===== src/hdl/kdlp_pkg.sv =====
`default_nettype none
// ----------------------------------------------------------------------------
// kdlp_pkg
// Shared types and constants for the key debounce / long-short press block.
// ----------------------------------------------------------------------------
package kdlp_pkg;

    typedef enum logic [1:0] {
        ST_IDLE   = 2'd0,
        ST_DEB    = 2'd1,
        ST_STABLE = 2'd2
    } fsm_state_t;

    typedef enum logic [1:0] {
        EV_PRESSED  = 2'd0,
        EV_RELEASED = 2'd1,
        EV_SHORT    = 2'd2,
        EV_LONG     = 2'd3
    } ev_code_t;

    // configuration register indexes
    localparam logic [1:0] REG_ACTIVE_HIGH = 2'd0;
    localparam logic [1:0] REG_DEBOUNCE    = 2'd1;
    localparam logic [1:0] REG_LONG_PRESS  = 2'd2;

    localparam logic [15:0] DEBOUNCE_RST   = 16'd20;
    localparam logic [15:0] LONG_PRESS_RST = 16'd1000;

    // result queue geometry
    localparam int FIFO_DEPTH = 4;
    localparam int FIFO_AW    = 2;
    localparam int FIFO_CW    = 3;

    typedef struct packed {
        logic        pin_level;
        logic [31:0] tick_now;
    } scan_t;

    typedef struct packed {
        ev_code_t event_code;
        logic     last_event;
    } event_t;

    typedef struct packed {
        logic        active_high;
        logic [15:0] debounce_time;
        logic [15:0] long_press_time;
    } cfg_t;

    // events produced by one scan
    typedef struct packed {
        logic [1:0] count;
        event_t     first;
        event_t     second;
    } step_t;

endpackage : kdlp_pkg
`default_nettype wire


===== src/hdl/kdlp_fsm.sv =====
`default_nettype none
// ----------------------------------------------------------------------------
// kdlp_fsm
// Debounce state machine and press timers; one scan evaluated per fire.
// ----------------------------------------------------------------------------
module kdlp_fsm (
    input  wire logic          clk,
    input  wire logic          rst_n,
    input  wire kdlp_pkg::cfg_t  cfg,
    input  wire kdlp_pkg::scan_t scan,
    input  wire logic          fire,
    output kdlp_pkg::step_t    step
);

    kdlp_pkg::fsm_state_t state_reg, state_next;
    logic        stable_reg, stable_next;
    logic [31:0] change_tick_reg, change_tick_next;
    logic [31:0] press_start_reg, press_start_next;
    logic        long_fired_reg, long_fired_next;

    logic        pressed;
    logic [31:0] since_change;
    logic [31:0] since_press;
    logic        deb_done;
    logic        long_done;

    always_ff @(posedge clk or negedge rst_n)
    begin
        if (!rst_n)
        begin
            state_reg       <= kdlp_pkg::ST_IDLE;
            stable_reg      <= 1'b0;
            change_tick_reg <= '0;
            press_start_reg <= '0;
            long_fired_reg  <= 1'b0;
        end
        else if (fire)
        begin
            state_reg       <= state_next;
            stable_reg      <= stable_next;
            change_tick_reg <= change_tick_next;
            press_start_reg <= press_start_next;
            long_fired_reg  <= long_fired_next;
        end
    end

    assign pressed      = cfg.active_high ? scan.pin_level : ~scan.pin_level;
    assign since_change = scan.tick_now - change_tick_reg;
    assign since_press  = scan.tick_now - press_start_reg;
    assign deb_done     = since_change >= {16'd0, cfg.debounce_time};
    assign long_done    = since_press >= {16'd0, cfg.long_press_time};

    always_comb
    begin
        state_next       = state_reg;
        stable_next      = stable_reg;
        change_tick_next = change_tick_reg;
        press_start_next = press_start_reg;
        long_fired_next  = long_fired_reg;
        step.count             = 2'd0;
        step.first.event_code  = kdlp_pkg::EV_PRESSED;
        step.first.last_event  = 1'b0;
        step.second.event_code = kdlp_pkg::EV_SHORT;
        step.second.last_event = 1'b1;

        case (state_reg)
            kdlp_pkg::ST_IDLE:
            begin
                if (pressed != stable_reg)
                begin
                    state_next       = kdlp_pkg::ST_DEB;
                    change_tick_next = scan.tick_now;
                end
            end
            kdlp_pkg::ST_DEB:
            begin
                if (pressed != stable_reg)
                begin
                    if (deb_done)
                    begin
                        stable_next = pressed;
                        state_next  = kdlp_pkg::ST_STABLE;
                        if (pressed)
                        begin
                            press_start_next      = scan.tick_now;
                            long_fired_next       = 1'b0;
                            step.count            = 2'd1;
                            step.first.event_code = kdlp_pkg::EV_PRESSED;
                        end
                        else
                        begin
                            step.first.event_code = kdlp_pkg::EV_RELEASED;
                            step.count            = long_fired_reg ? 2'd1 : 2'd2;
                        end
                    end
                end
                else
                begin
                    state_next = stable_reg ? kdlp_pkg::ST_STABLE : kdlp_pkg::ST_IDLE;
                end
            end
            kdlp_pkg::ST_STABLE:
            begin
                if (pressed != stable_reg)
                begin
                    state_next       = kdlp_pkg::ST_DEB;
                    change_tick_next = scan.tick_now;
                end
                else if (pressed && !long_fired_reg && long_done)
                begin
                    long_fired_next       = 1'b1;
                    step.count            = 2'd1;
                    step.first.event_code = kdlp_pkg::EV_LONG;
                end
            end
            default:
            begin
                state_next = kdlp_pkg::ST_IDLE;
            end
        endcase

        step.first.last_event = (step.count == 2'd1);
    end

endmodule : kdlp_fsm
`default_nettype wire


===== src/hdl/kdlp_evq.sv =====
`default_nettype none
// ----------------------------------------------------------------------------
// kdlp_evq
// Small result queue: up to two pushes and one pop per cycle.
// ----------------------------------------------------------------------------
module kdlp_evq (
    input  wire logic                          clk,
    input  wire logic                          rst_n,
    input  wire logic [1:0]                    push_count,
    input  wire kdlp_pkg::event_t              push0,
    input  wire kdlp_pkg::event_t              push1,
    input  wire logic                          pop,
    output kdlp_pkg::event_t                   head,
    output logic                               not_empty,
    output logic [kdlp_pkg::FIFO_CW-1:0]       level
);

    kdlp_pkg::event_t mem [kdlp_pkg::FIFO_DEPTH];

    logic [kdlp_pkg::FIFO_AW-1:0] wr_ptr_reg, wr_ptr_next;
    logic [kdlp_pkg::FIFO_AW-1:0] rd_ptr_reg, rd_ptr_next;
    logic [kdlp_pkg::FIFO_AW-1:0] wr_ptr_inc;
    logic [kdlp_pkg::FIFO_CW-1:0] level_reg, level_next;

    assign wr_ptr_inc  = wr_ptr_reg + kdlp_pkg::FIFO_AW'(1);
    assign wr_ptr_next = wr_ptr_reg + kdlp_pkg::FIFO_AW'(push_count);
    assign rd_ptr_next = rd_ptr_reg + kdlp_pkg::FIFO_AW'(pop);
    assign level_next  = level_reg + kdlp_pkg::FIFO_CW'(push_count)
                       - kdlp_pkg::FIFO_CW'(pop);

    always_ff @(posedge clk or negedge rst_n)
    begin
        if (!rst_n)
        begin
            wr_ptr_reg <= '0;
            rd_ptr_reg <= '0;
            level_reg  <= '0;
        end
        else
        begin
            wr_ptr_reg <= wr_ptr_next;
            rd_ptr_reg <= rd_ptr_next;
            level_reg  <= level_next;
        end
    end

    always_ff @(posedge clk)
    begin
        if (push_count != 2'd0)
        begin
            mem[wr_ptr_reg] <= push0;
        end
        if (push_count == 2'd2)
        begin
            mem[wr_ptr_inc] <= push1;
        end
    end

    assign head      = mem[rd_ptr_reg];
    assign not_empty = (level_reg != '0);
    assign level     = level_reg;

endmodule : kdlp_evq
`default_nettype wire


===== src/hdl/key_debounce_long_short_press_top.sv =====
`default_nettype none
// ----------------------------------------------------------------------------
// key_debounce_long_short_press_top
// Key debouncer with pressed / released / short-press / long-press events.
// ----------------------------------------------------------------------------
//  channel | dir | handshake                | payload
//  scan    | in  | scan_valid / scan_ready  | kdlp_pkg::scan_t  (pin_level, tick_now)
//  evt     | out | evt_valid  / evt_ready   | kdlp_pkg::event_t (event_code, last_event)
//  cfg     | in  | cfg_we                   | cfg_index [1:0], cfg_data [15:0]
//
//  One scan beat is taken per cycle while the input register is free or its
//  held scan is evaluated; the scan is held in the input register, evaluated
//  by the state machine and its events (zero to two) pushed into a four-entry
//  queue memory; a release plus short-press pair drains over two output beats.
//  A scan is evaluated only when the queue has room for two events, so a
//  stalled output backs up into scan_ready after the queue fills.
//  Reset clears the state machine and queue and loads the default settings.
// ----------------------------------------------------------------------------
module key_debounce_long_short_press_top (
    input  wire logic             clk,
    input  wire logic             rst_n,
    // scan input
    input  wire logic             scan_valid,
    output logic                  scan_ready,
    input  wire kdlp_pkg::scan_t  scan,
    // event output
    output logic                  evt_valid,
    input  wire logic             evt_ready,
    output kdlp_pkg::event_t      evt,
    // configuration writes
    input  wire logic             cfg_we,
    input  wire logic [1:0]       cfg_index,
    input  wire logic [15:0]      cfg_data
);

    // highest queue level at which a scan is still evaluated (room for two events)
    localparam logic [kdlp_pkg::FIFO_CW-1:0] LEVEL_LIMIT =
        kdlp_pkg::FIFO_CW'(kdlp_pkg::FIFO_DEPTH - 2);

    kdlp_pkg::cfg_t   cfg_reg;
    kdlp_pkg::scan_t  held_reg;
    logic             held_valid_reg, held_valid_next;
    logic             scan_fire;
    logic             proc_fire;
    logic             pop;
    kdlp_pkg::step_t  step;
    logic [kdlp_pkg::FIFO_CW-1:0] level;

    // settings: unknown index is simply dropped
    always_ff @(posedge clk or negedge rst_n)
    begin
        if (!rst_n)
        begin
            cfg_reg.active_high     <= 1'b0;
            cfg_reg.debounce_time   <= kdlp_pkg::DEBOUNCE_RST;
            cfg_reg.long_press_time <= kdlp_pkg::LONG_PRESS_RST;
        end
        else if (cfg_we)
        begin
            case (cfg_index)
                kdlp_pkg::REG_ACTIVE_HIGH: cfg_reg.active_high     <= cfg_data[0];
                kdlp_pkg::REG_DEBOUNCE:    cfg_reg.debounce_time   <= cfg_data;
                kdlp_pkg::REG_LONG_PRESS:  cfg_reg.long_press_time <= cfg_data;
                default:
                begin
                end
            endcase
        end
    end

    // input register: refills in the same cycle the held scan is evaluated
    assign proc_fire       = held_valid_reg && (level <= LEVEL_LIMIT);
    assign scan_ready      = !held_valid_reg || proc_fire;
    assign scan_fire       = scan_valid && scan_ready;
    assign held_valid_next = scan_fire || (held_valid_reg && !proc_fire);

    always_ff @(posedge clk or negedge rst_n)
    begin
        if (!rst_n)
        begin
            held_valid_reg <= 1'b0;
        end
        else
        begin
            held_valid_reg <= held_valid_next;
        end
    end

    always_ff @(posedge clk)
    begin
        if (scan_fire)
        begin
            held_reg <= scan;
        end
    end

    kdlp_fsm u_fsm (
        .clk   (clk),
        .rst_n (rst_n),
        .cfg   (cfg_reg),
        .scan  (held_reg),
        .fire  (proc_fire),
        .step  (step)
    );

    assign pop = evt_valid && evt_ready;

    kdlp_evq u_evq (
        .clk        (clk),
        .rst_n      (rst_n),
        .push_count (proc_fire ? step.count : 2'd0),
        .push0      (step.first),
        .push1      (step.second),
        .pop        (pop),
        .head       (evt),
        .not_empty  (evt_valid),
        .level      (level)
    );

`ifndef SYNTHESIS
    // a pair of events is only ever release followed by short press
    a_pair_order: assert property (@(posedge clk) disable iff (!rst_n)
        (proc_fire && step.count == 2'd2) |->
        (step.first.event_code == kdlp_pkg::EV_RELEASED &&
         step.second.event_code == kdlp_pkg::EV_SHORT))
        else $error("event pair out of order");

    // a held scan that is not evaluated stays put
    a_held_stays: assert property (@(posedge clk) disable iff (!rst_n)
        (held_valid_reg && !proc_fire) |=> (held_valid_reg && $stable(held_reg)))
        else $error("held scan lost or changed");

    // queue never overfills
    a_queue_bound: assert property (@(posedge clk) disable iff (!rst_n)
        level <= kdlp_pkg::FIFO_CW'(kdlp_pkg::FIFO_DEPTH))
        else $error("event queue overflow");
`endif

endmodule : key_debounce_long_short_press_top
`default_nettype wire


===== config.mk =====
export PLATFORM = sky130hd
export DESIGN_NAME = key_debounce_long_short_press_top
export DESIGN_NICKNAME = d
export VERILOG_FILES = /design/src/hdl/kdlp_pkg.sv /design/src/hdl/kdlp_fsm.sv /design/src/hdl/kdlp_evq.sv /design/src/hdl/key_debounce_long_short_press_top.sv
export SDC_FILE = /design/constraint.sdc
export NUM_CORES = 1
export LEC_CHECK = 0
export ABC_AREA = 1
export BUFFER_PORTS_ARGS = -buffer_cell sky130_fd_sc_hd__buf_2
export CAP_MARGIN = 20
export CORE_ASPECT_RATIO = 1.25
export CORE_MARGIN = 2
export CORE_UTILIZATION = 60
export CTS_CLUSTER_SIZE = 12
export DETAILED_ROUTE_END_ITERATION = 12
export PLACE_DENSITY_LB_ADDON = 0.12
export SLEW_MARGIN = 5
export SYNTH_ARGS = -nofsm -noshare
export SYNTH_HDL_FRONTEND = slang
export SYNTH_SLANG_ARGS = --single-unit
export TNS_END_PERCENT = 20

===== constraint.sdc =====
create_clock -name clk -period 10.56 [get_ports clk]
set_input_delay 2.112 -clock clk [delete_from_list [all_inputs] [get_ports clk]]
set_output_delay 2.112 -clock clk [all_outputs]
set_load 0.005 [all_outputs]

==> results.yml, run 1 <==
outcome:
  status: "finished clean"
power:
  swShare_pct: 51.01
  p_seq_share_pct: 21.5
  power_leakage_nw: 7.676
  ir_worst_vdd_mv: 0.1643
  finalPower_mw: 4.401
  clkPwrFrac_pct: 13.8
  p_switching_mw: 2.245
  p_int_mw: 2.156
  pwr-share-comb_pct: 64.6
  pwr_density_cell_mw_per_mm2: 335.1
timing:
  timing.final.crit_share_pct: 44.78
  min_period_ns: 4.729
  finalClockSkew_ns: 0.01246
  worstMarginPinSlew_ns: 0.6166
  hold_viol: 0
  rsz0062_at_grt: "no"
  fin_ws_ns: 5.831
  slew_viol_final: 0
  max_freq_mhz: 211.5
  maxSlewHeadroom_pct: 58.89
  setup_viol: 0
  hold-worst-slack_ns: 0.4566
  tns_ns: 0
synth:
  avgSynthCellArea_um2: 6.574
  yosys.cell_types.count: 39
  syn_nets: 1973
  synth_top_cells_by_area: "dfrtp_1, nand2_1, inv_1"
  synthArstFlopShare_pct: 70.78
  ys_seq_area_share_pct: 33.35
  synthCells: 1810
  synth_ff_type: "dfrtp_1"
  synth_edf_count: 33
  post-synth-top-area-fraction_pct: 21.24
  syn_area_mm2: 0.01190
  ys_warn_count: 0
  synth-seq-cells: 154
  yosys.area.top_type: "dfrtp_1"
die:
  die_y_um: 161.4
  initial_utilization_pct: 61.11
  die_x_um: 130.0
  dieArea_mm2: 0.02098
  coreArea_mm2: 0.01947
  io-pin-count: 61
  fp-row-count: 57
global_route:
  antenna_found_initial: 0
  grt_pass1_wl_mm: 51.63
  grt_pass1_vias: 10590
  grt_overflow: 0
  grt_max_degree: 76
  grt_use_total_pct: 31.96
placed_design:
  place_congestion: 0.9406
  numPortBuffers: 60
  pre_cts_slack_ns: 5.894
  hpwl_mm: 26.16
  place_area_mm2: 0.01249
finish:
  area_growth_pct: 10.37
  nNetsFinal: 2040
  mostFrequentLayoutCells: "nand2_1, inv_1, nor2_1"
  layout.cells.most_common: "nand2_1"
  n_fill_cell: 1823
  final_area_mm2: 0.01313
  antenna_cells: 0
  drive_gt1_share_pct: 7.566
clock_tree:
  cts-root-buf: "clkbuf_16"
  holdBufCountCts: 0
  htree_levels: 4
  cts_sinks: 154
  cts_resized: 0
  cts_tree: "yes"
  cts_buffers: 17
  clkTransAtPathRegs_ns: 0.07
  insertion_delay_ns: 0.44
  clockBufferDepth: 2
  cts_setup_buffers: 0
setup_path:
  slowest_delay_ns: 0.47
  cp-end-kind: "register"
  required_ns: 10.92
  critPathArrivalTime_ns: 5.09
  worstSetupStartpointType: "register"
  cp_max_fo: 5
  slowest_stage: "edfxtp_1"
  path_common_cell: "nand2_1"
  worst-setup-path-type: "reg -> reg"
detailed_routing:
  drt-initial-drc-count: 736
  drtAntennaViolNets: 0
  via_per_inst: 5.091
  drtPass1Iterations: 5
  wire_per_inst_um: 15.08
  routed_wl_mm: 32.51
  drcViolationCount: 0
  vias: 10970
run:
  drv_cap: 0
min_path:
  hp-class: "reg -> reg"
[per-layer routing]
metal	vias to the layer above	wire, um	track usage [%]
met5	-	0	0
met3	72	1200	4.107
met2	244	16060	55.59
met1	5017	14040	39.91
li1	5638	-	-
met4	0	1207	12.71
[logic make-up after synthesis]
logic type / count (synthesis) / synth area share, %
AO/OA/AOI/OAI: 170 / 7.371
XOR/XNOR: 36 / 2.650
AND/OR/NAND/NOR: 917 / 31.65
adder cells (fa/ha/maj): 107 / 11.44
flip-flops: 154 / 33.35
buffers and inverters: 426 / 13.53
[metrics by stage]
step | instances | utilization, %
3_3_place_gp | 2119 | 64.16
2_1_floorplan | 1810 | -
6_report | 2155 | 67.45
3_5_place_dp | 2119 | 64.16
5_1_grt | 2155 | 67.45
4_1_cts | 2151 | 67.07
[power by group through the flow]
stage / combinational [mW] / sequential, mW / clock (mW)
finish: 2.84 / 0.947 / 0.609
global route: 3.23 / 0.969 / 0.635
CTS: 2.81 / 0.946 / 0.612
detailed placement: 2.78 / 0.956 / 0
global placement: 2.72 / 0.949 / 0
floorplan: 2.12 / 0.915 / 0
[critical path: cells and delay by family (launching register included)]
| kind | cells | cell delay [ns] |
|---|---|---|
| xor gates and xnor gates | 3 | 0.60 |
| buffers and inverters | 3 | 0.15 |
| and+or+nand+nor | 17 | 1.84 |
| AOI/OAI and AO/OA | 1 | 0.17 |
| DFF | 1 | 0.47 |
| adders and majority gates | 5 | 1.42 |
[cells in the mapped netlist (13+ instances only)]
cell,number
nand3_1,83
nand4_1,13
xor2_1,31
nand2_2,16
ha_1,104
nor3_1,13
inv_1,405
a21oi_1,81
o21ai_0,77
clkbuf_1,15
dfrtp_1,101
nand2_1,618
nor2_1,143
edfxtp_1,33
[layout make-up]
| type | count | area (um^2) | area share (%) |
|---|---|---|---|
| clock inverters | 13 | 133.9 | 1.019 |
| multi-input cells | 1230 | 6339 | 48.27 |
| flip-flops and latches | 154 | 3969 | 30.22 |
| repair buffers | 67 | 399.1 | 3.039 |
| well taps | 265 | 331.6 | 2.525 |
| inverters | 407 | 1528 | 11.63 |
| clock buffers | 19 | 432.9 | 3.296 |
[path summary, 6_finish.rpt]
| check | startpoint | cells past startpoint | end | slack, ns |
|---|---|---|---|---|
| max | held_reg[3]$_DFFE_PP_ | 29 | u_evq.level[2]$_DFF_PN0_ | 5.83 |
| min in group asynchronous | rst_n | 1 | cfg_reg[17]$_DFFE_PN0P_ | 1.63 |
| min reg2reg | u_evq.mem[2][0]$_SDFFE_PP1P_ | 2 | u_evq.mem[2][0]$_SDFFE_PP1P_ | 0.46 |
| max reg2reg | held_reg[3]$_DFFE_PP_ | 29 | u_evq.level[2]$_DFF_PN0_ | 5.83 |
| min | u_evq.mem[2][0]$_SDFFE_PP1P_ | 2 | u_evq.mem[2][0]$_SDFFE_PP1P_ | 0.46 |
| max in group asynchronous | rst_n | 3 | cfg_reg[9]$_DFFE_PN1P_ | 7.92 |
No activity file was read; power rests on OpenSTA's default activity.
==> inputs of run 2 (changes only) <==
--- a/config.mk
+++ b/config.mk
@@ -10,7 +10,7 @@
 export CAP_MARGIN = 20
 export CORE_ASPECT_RATIO = 1.25
 export CORE_MARGIN = 2
-export CORE_UTILIZATION = 60
+export CORE_UTILIZATION = 57
 export CTS_CLUSTER_SIZE = 12
 export DETAILED_ROUTE_END_ITERATION = 12
 export PLACE_DENSITY_LB_ADDON = 0.12
==> constraint.sdc (replaced) <==
create_clock -name clk -period 3.8 [get_ports clk]
set_input_delay 0.76 -clock clk [delete_from_list [all_inputs] [get_ports clk]]
set_output_delay 0.76 -clock clk [all_outputs]
set_load 0.005 [all_outputs]
==> run 2 against run 1 <==
  * The flow now finishes with violations (negative setup slack)
  * Clock-buffer cell count decreased by 2
  * Critical path depth fell by 2
  * Sequential power rose to 2.8 times the previous value
  * Cell area grew 17%
  * Sequential cell count stayed put
  * Critical path type unchanged
  * Largest power group unchanged
==> results.yml, run 2 (synthesis gave the netlist of run 1 again) <==
die:
  coreArea_mm2: 0.02067
  fp-row-count: 59
  initial_utilization_pct: 57.57
  die_x_um: 133.2
  die_y_um: 165.5
  io-pin-count: 61
  dieArea_mm2: 0.02205
power:
  p_switching_mw: 7.269
  swShare_pct: 48.45
  p_seq_share_pct: 17.9
  ir_worst_vdd_mv: 0.5816
  p_int_mw: 7.735
  finalPower_mw: 15.00
  clkPwrFrac_pct: 11.8
  power_leakage_nw: 8.676
  pwr-share-comb_pct: 70.3
  pwr_density_cell_mw_per_mm2: 976.4
timing:
  rsz0062_at_grt: "yes"
  timing.final.crit_share_pct: 109.9
  hold_viol: 0
  finalClockSkew_ns: 0.01608
  max_freq_mhz: 239.5
  setup_viol: 3
  worstMarginPinSlew_ns: 1.058
  maxSlewHeadroom_pct: 29.19
  tns_ns: -0.7422
  min_period_ns: 4.175
  fin_ws_ns: -0.3748
  slew_viol_final: 0
detailed_routing:
  drtPass1Iterations: 5
  drtAntennaViolNets: 0
  via_per_inst: 5.051
  routed_wl_mm: 34.80
  drcViolationCount: 0
  drt-initial-drc-count: 737
  wire_per_inst_um: 14.85
  vias: 11840
run:
  drv_cap: 0
setup_path:
  slowest_stage: "edfxtp_1"
  cp-end-kind: "register"
  path_common_cell: "nand2_2"
  worstSetupStartpointType: "register"
  required_ns: 4.13
  worst-setup-path-type: "reg -> reg"
  rrSetupSlack_ns: -0.37
  cp_max_fo: 3
  slowest_delay_ns: 0.46
  critPathArrivalTime_ns: 4.50
global_route:
  grt_pass1_wl_mm: 53.58
  grt_pass1_vias: 11150
  met2_usage_pct: 57.18
  grt-busiest-layer: "met2"
  grt_use_total_pct: 31.01
  grt_use_met1_pct: 36.52
  grt_overflow: 0
  antenna_found_initial: 3
  grt_max_degree: 65
  use_met3_pct: 4.396
placed_design:
  numPortBuffers: 60
  place_congestion: 0.9603
  hpwl_mm: 26.22
  place_inst: 2270
finish:
  area_growth_pct: 29.15
  fin_cells: 2343
  mostFrequentLayoutCells: "nand2_1, inv_1, buf_4"
  seq_area_mm2: 0.003969
  drive_gt1_share_pct: 22.73
  layout.cells.most_common: "nand2_1"
  multi_input_comb_area_mm2: 0.007152
  nNetsFinal: 2218
  n_fill_cell: 1593
clock_tree:
  htree_levels: 4
  cts_tree: "yes"
  cts-root-buf: "clkbuf_16"
  insertion_delay_ns: 0.44
  cts_buffers: 17
  clkTransAtPathRegs_ns: 0.08
  cts_sinks: 154
  clockBufferDepth: 2
outcome:
  status: "finished with violations"
  violations: "negative setup slack"
min_path:
  hp-class: "in -> async"
## run 2: cell types whose count changed in the layout (fill, tap and decap cells not counted), moves of 8 or more
| cell | change |
|---|---|
| nand3_1 | -8 |
| nand2_4 | +12 |
| buf_4 | +172 |
| inv_2 | +14 |
| inv_1 | -14 |
| ha_1 | -30 |
| nor2_4 | +9 |
| nor2_1 | -15 |
| a21oi_2 | +10 |
| nand3_2 | +8 |
| a21oi_1 | -10 |
| nand2_2 | +43 |
| ha_4 | +26 |
| nand2_1 | -56 |
## run 2: metal layers
layer / up-vias / share of wire (%)
met5: - / 0.057
met4: 4 / 3.6
met3: 85 / 4.5
met2: 327 / 51
met1: 5414 / 41
li1: 6005 / -
## run 2: metrics by stage
step                      instance area [um^2]  utilization [%]  setup WS [ns]  hold slack [ns]
after floorplan                          11980                -       -0.08731           0.4236
after global placement                   13680            66.20        -0.4626           0.4363
after detailed placement                 13680            66.20        -0.4901           0.4431
after CTS                                14920            72.18        -0.3258           0.4026
after global routing                     15370            74.35        -0.5939           0.4274
final                                    15370            74.35        -0.3748           0.3687
## run 2: final cells by class
type	instances	area share [%]
antenna	1	0.01628
timing repair buffer	244	11.43
inverter	407	9.941
clock buffer	17	2.768
tap	274	2.231
sequential	154	25.83
multi-input combinational	1231	46.54
clock inverter	15	1.246
## run 2: worst paths after layout
kind                                              startpoint                                   end  cells past startpoint
worst max-delay path                   held_reg[5]$_DFFE_PP_              u_evq.level[2]$_DFF_PN0_                     27
worst max register to register         held_reg[5]$_DFFE_PP_              u_evq.level[2]$_DFF_PN0_                     27
min in group clk                u_evq.mem[1][0]$_SDFFE_PP1P_          u_evq.mem[1][0]$_SDFFE_PP1P_                      2
worst min register to register  u_evq.mem[1][0]$_SDFFE_PP1P_          u_evq.mem[1][0]$_SDFFE_PP1P_                      2
max in group asynchronous                              rst_n  u_fsm.change_tick_reg[9]$_DFFE_PN0P_                      2
worst min-delay path                                   rst_n  u_fsm.press_start_reg[1]$_DFFE_PN0P_                      1
## run 2: power groups by stage
stage | Clock [mW] | Combinational [mW] | Sequential, mW
after floorplan | 0 | 5.94 | 2.55
after global placement | 0 | 8.80 | 2.67
after detailed placement | 0 | 8.97 | 2.69
after CTS | 1.77 | 9.72 | 2.67
after global routing | 1.84 | 11.7 | 2.73
final | 1.77 | 10.5 | 2.69
## run 2: timing repair
action	4_1_cts	5_1_grt
gates resized for setup	71	99
endpoints found under the hold margin	0	0
setup buffers	31	12
pin swaps	35	41
setup endpoints to repair	15	52
hold buffers	0	0
cloned	0	1
## run 2: worst max-delay path: cells and delay by family (launching register included)
family | cells | cell delay [ns]
xor gates and xnor gates | 3 | 0.43
and+or+nand+nor | 14 | 1.42
DFF | 1 | 0.46
adders and majority gates | 5 | 1.19
AOI/OAI and AO/OA | 2 | 0.30
buffers and inverters | 3 | 0.25
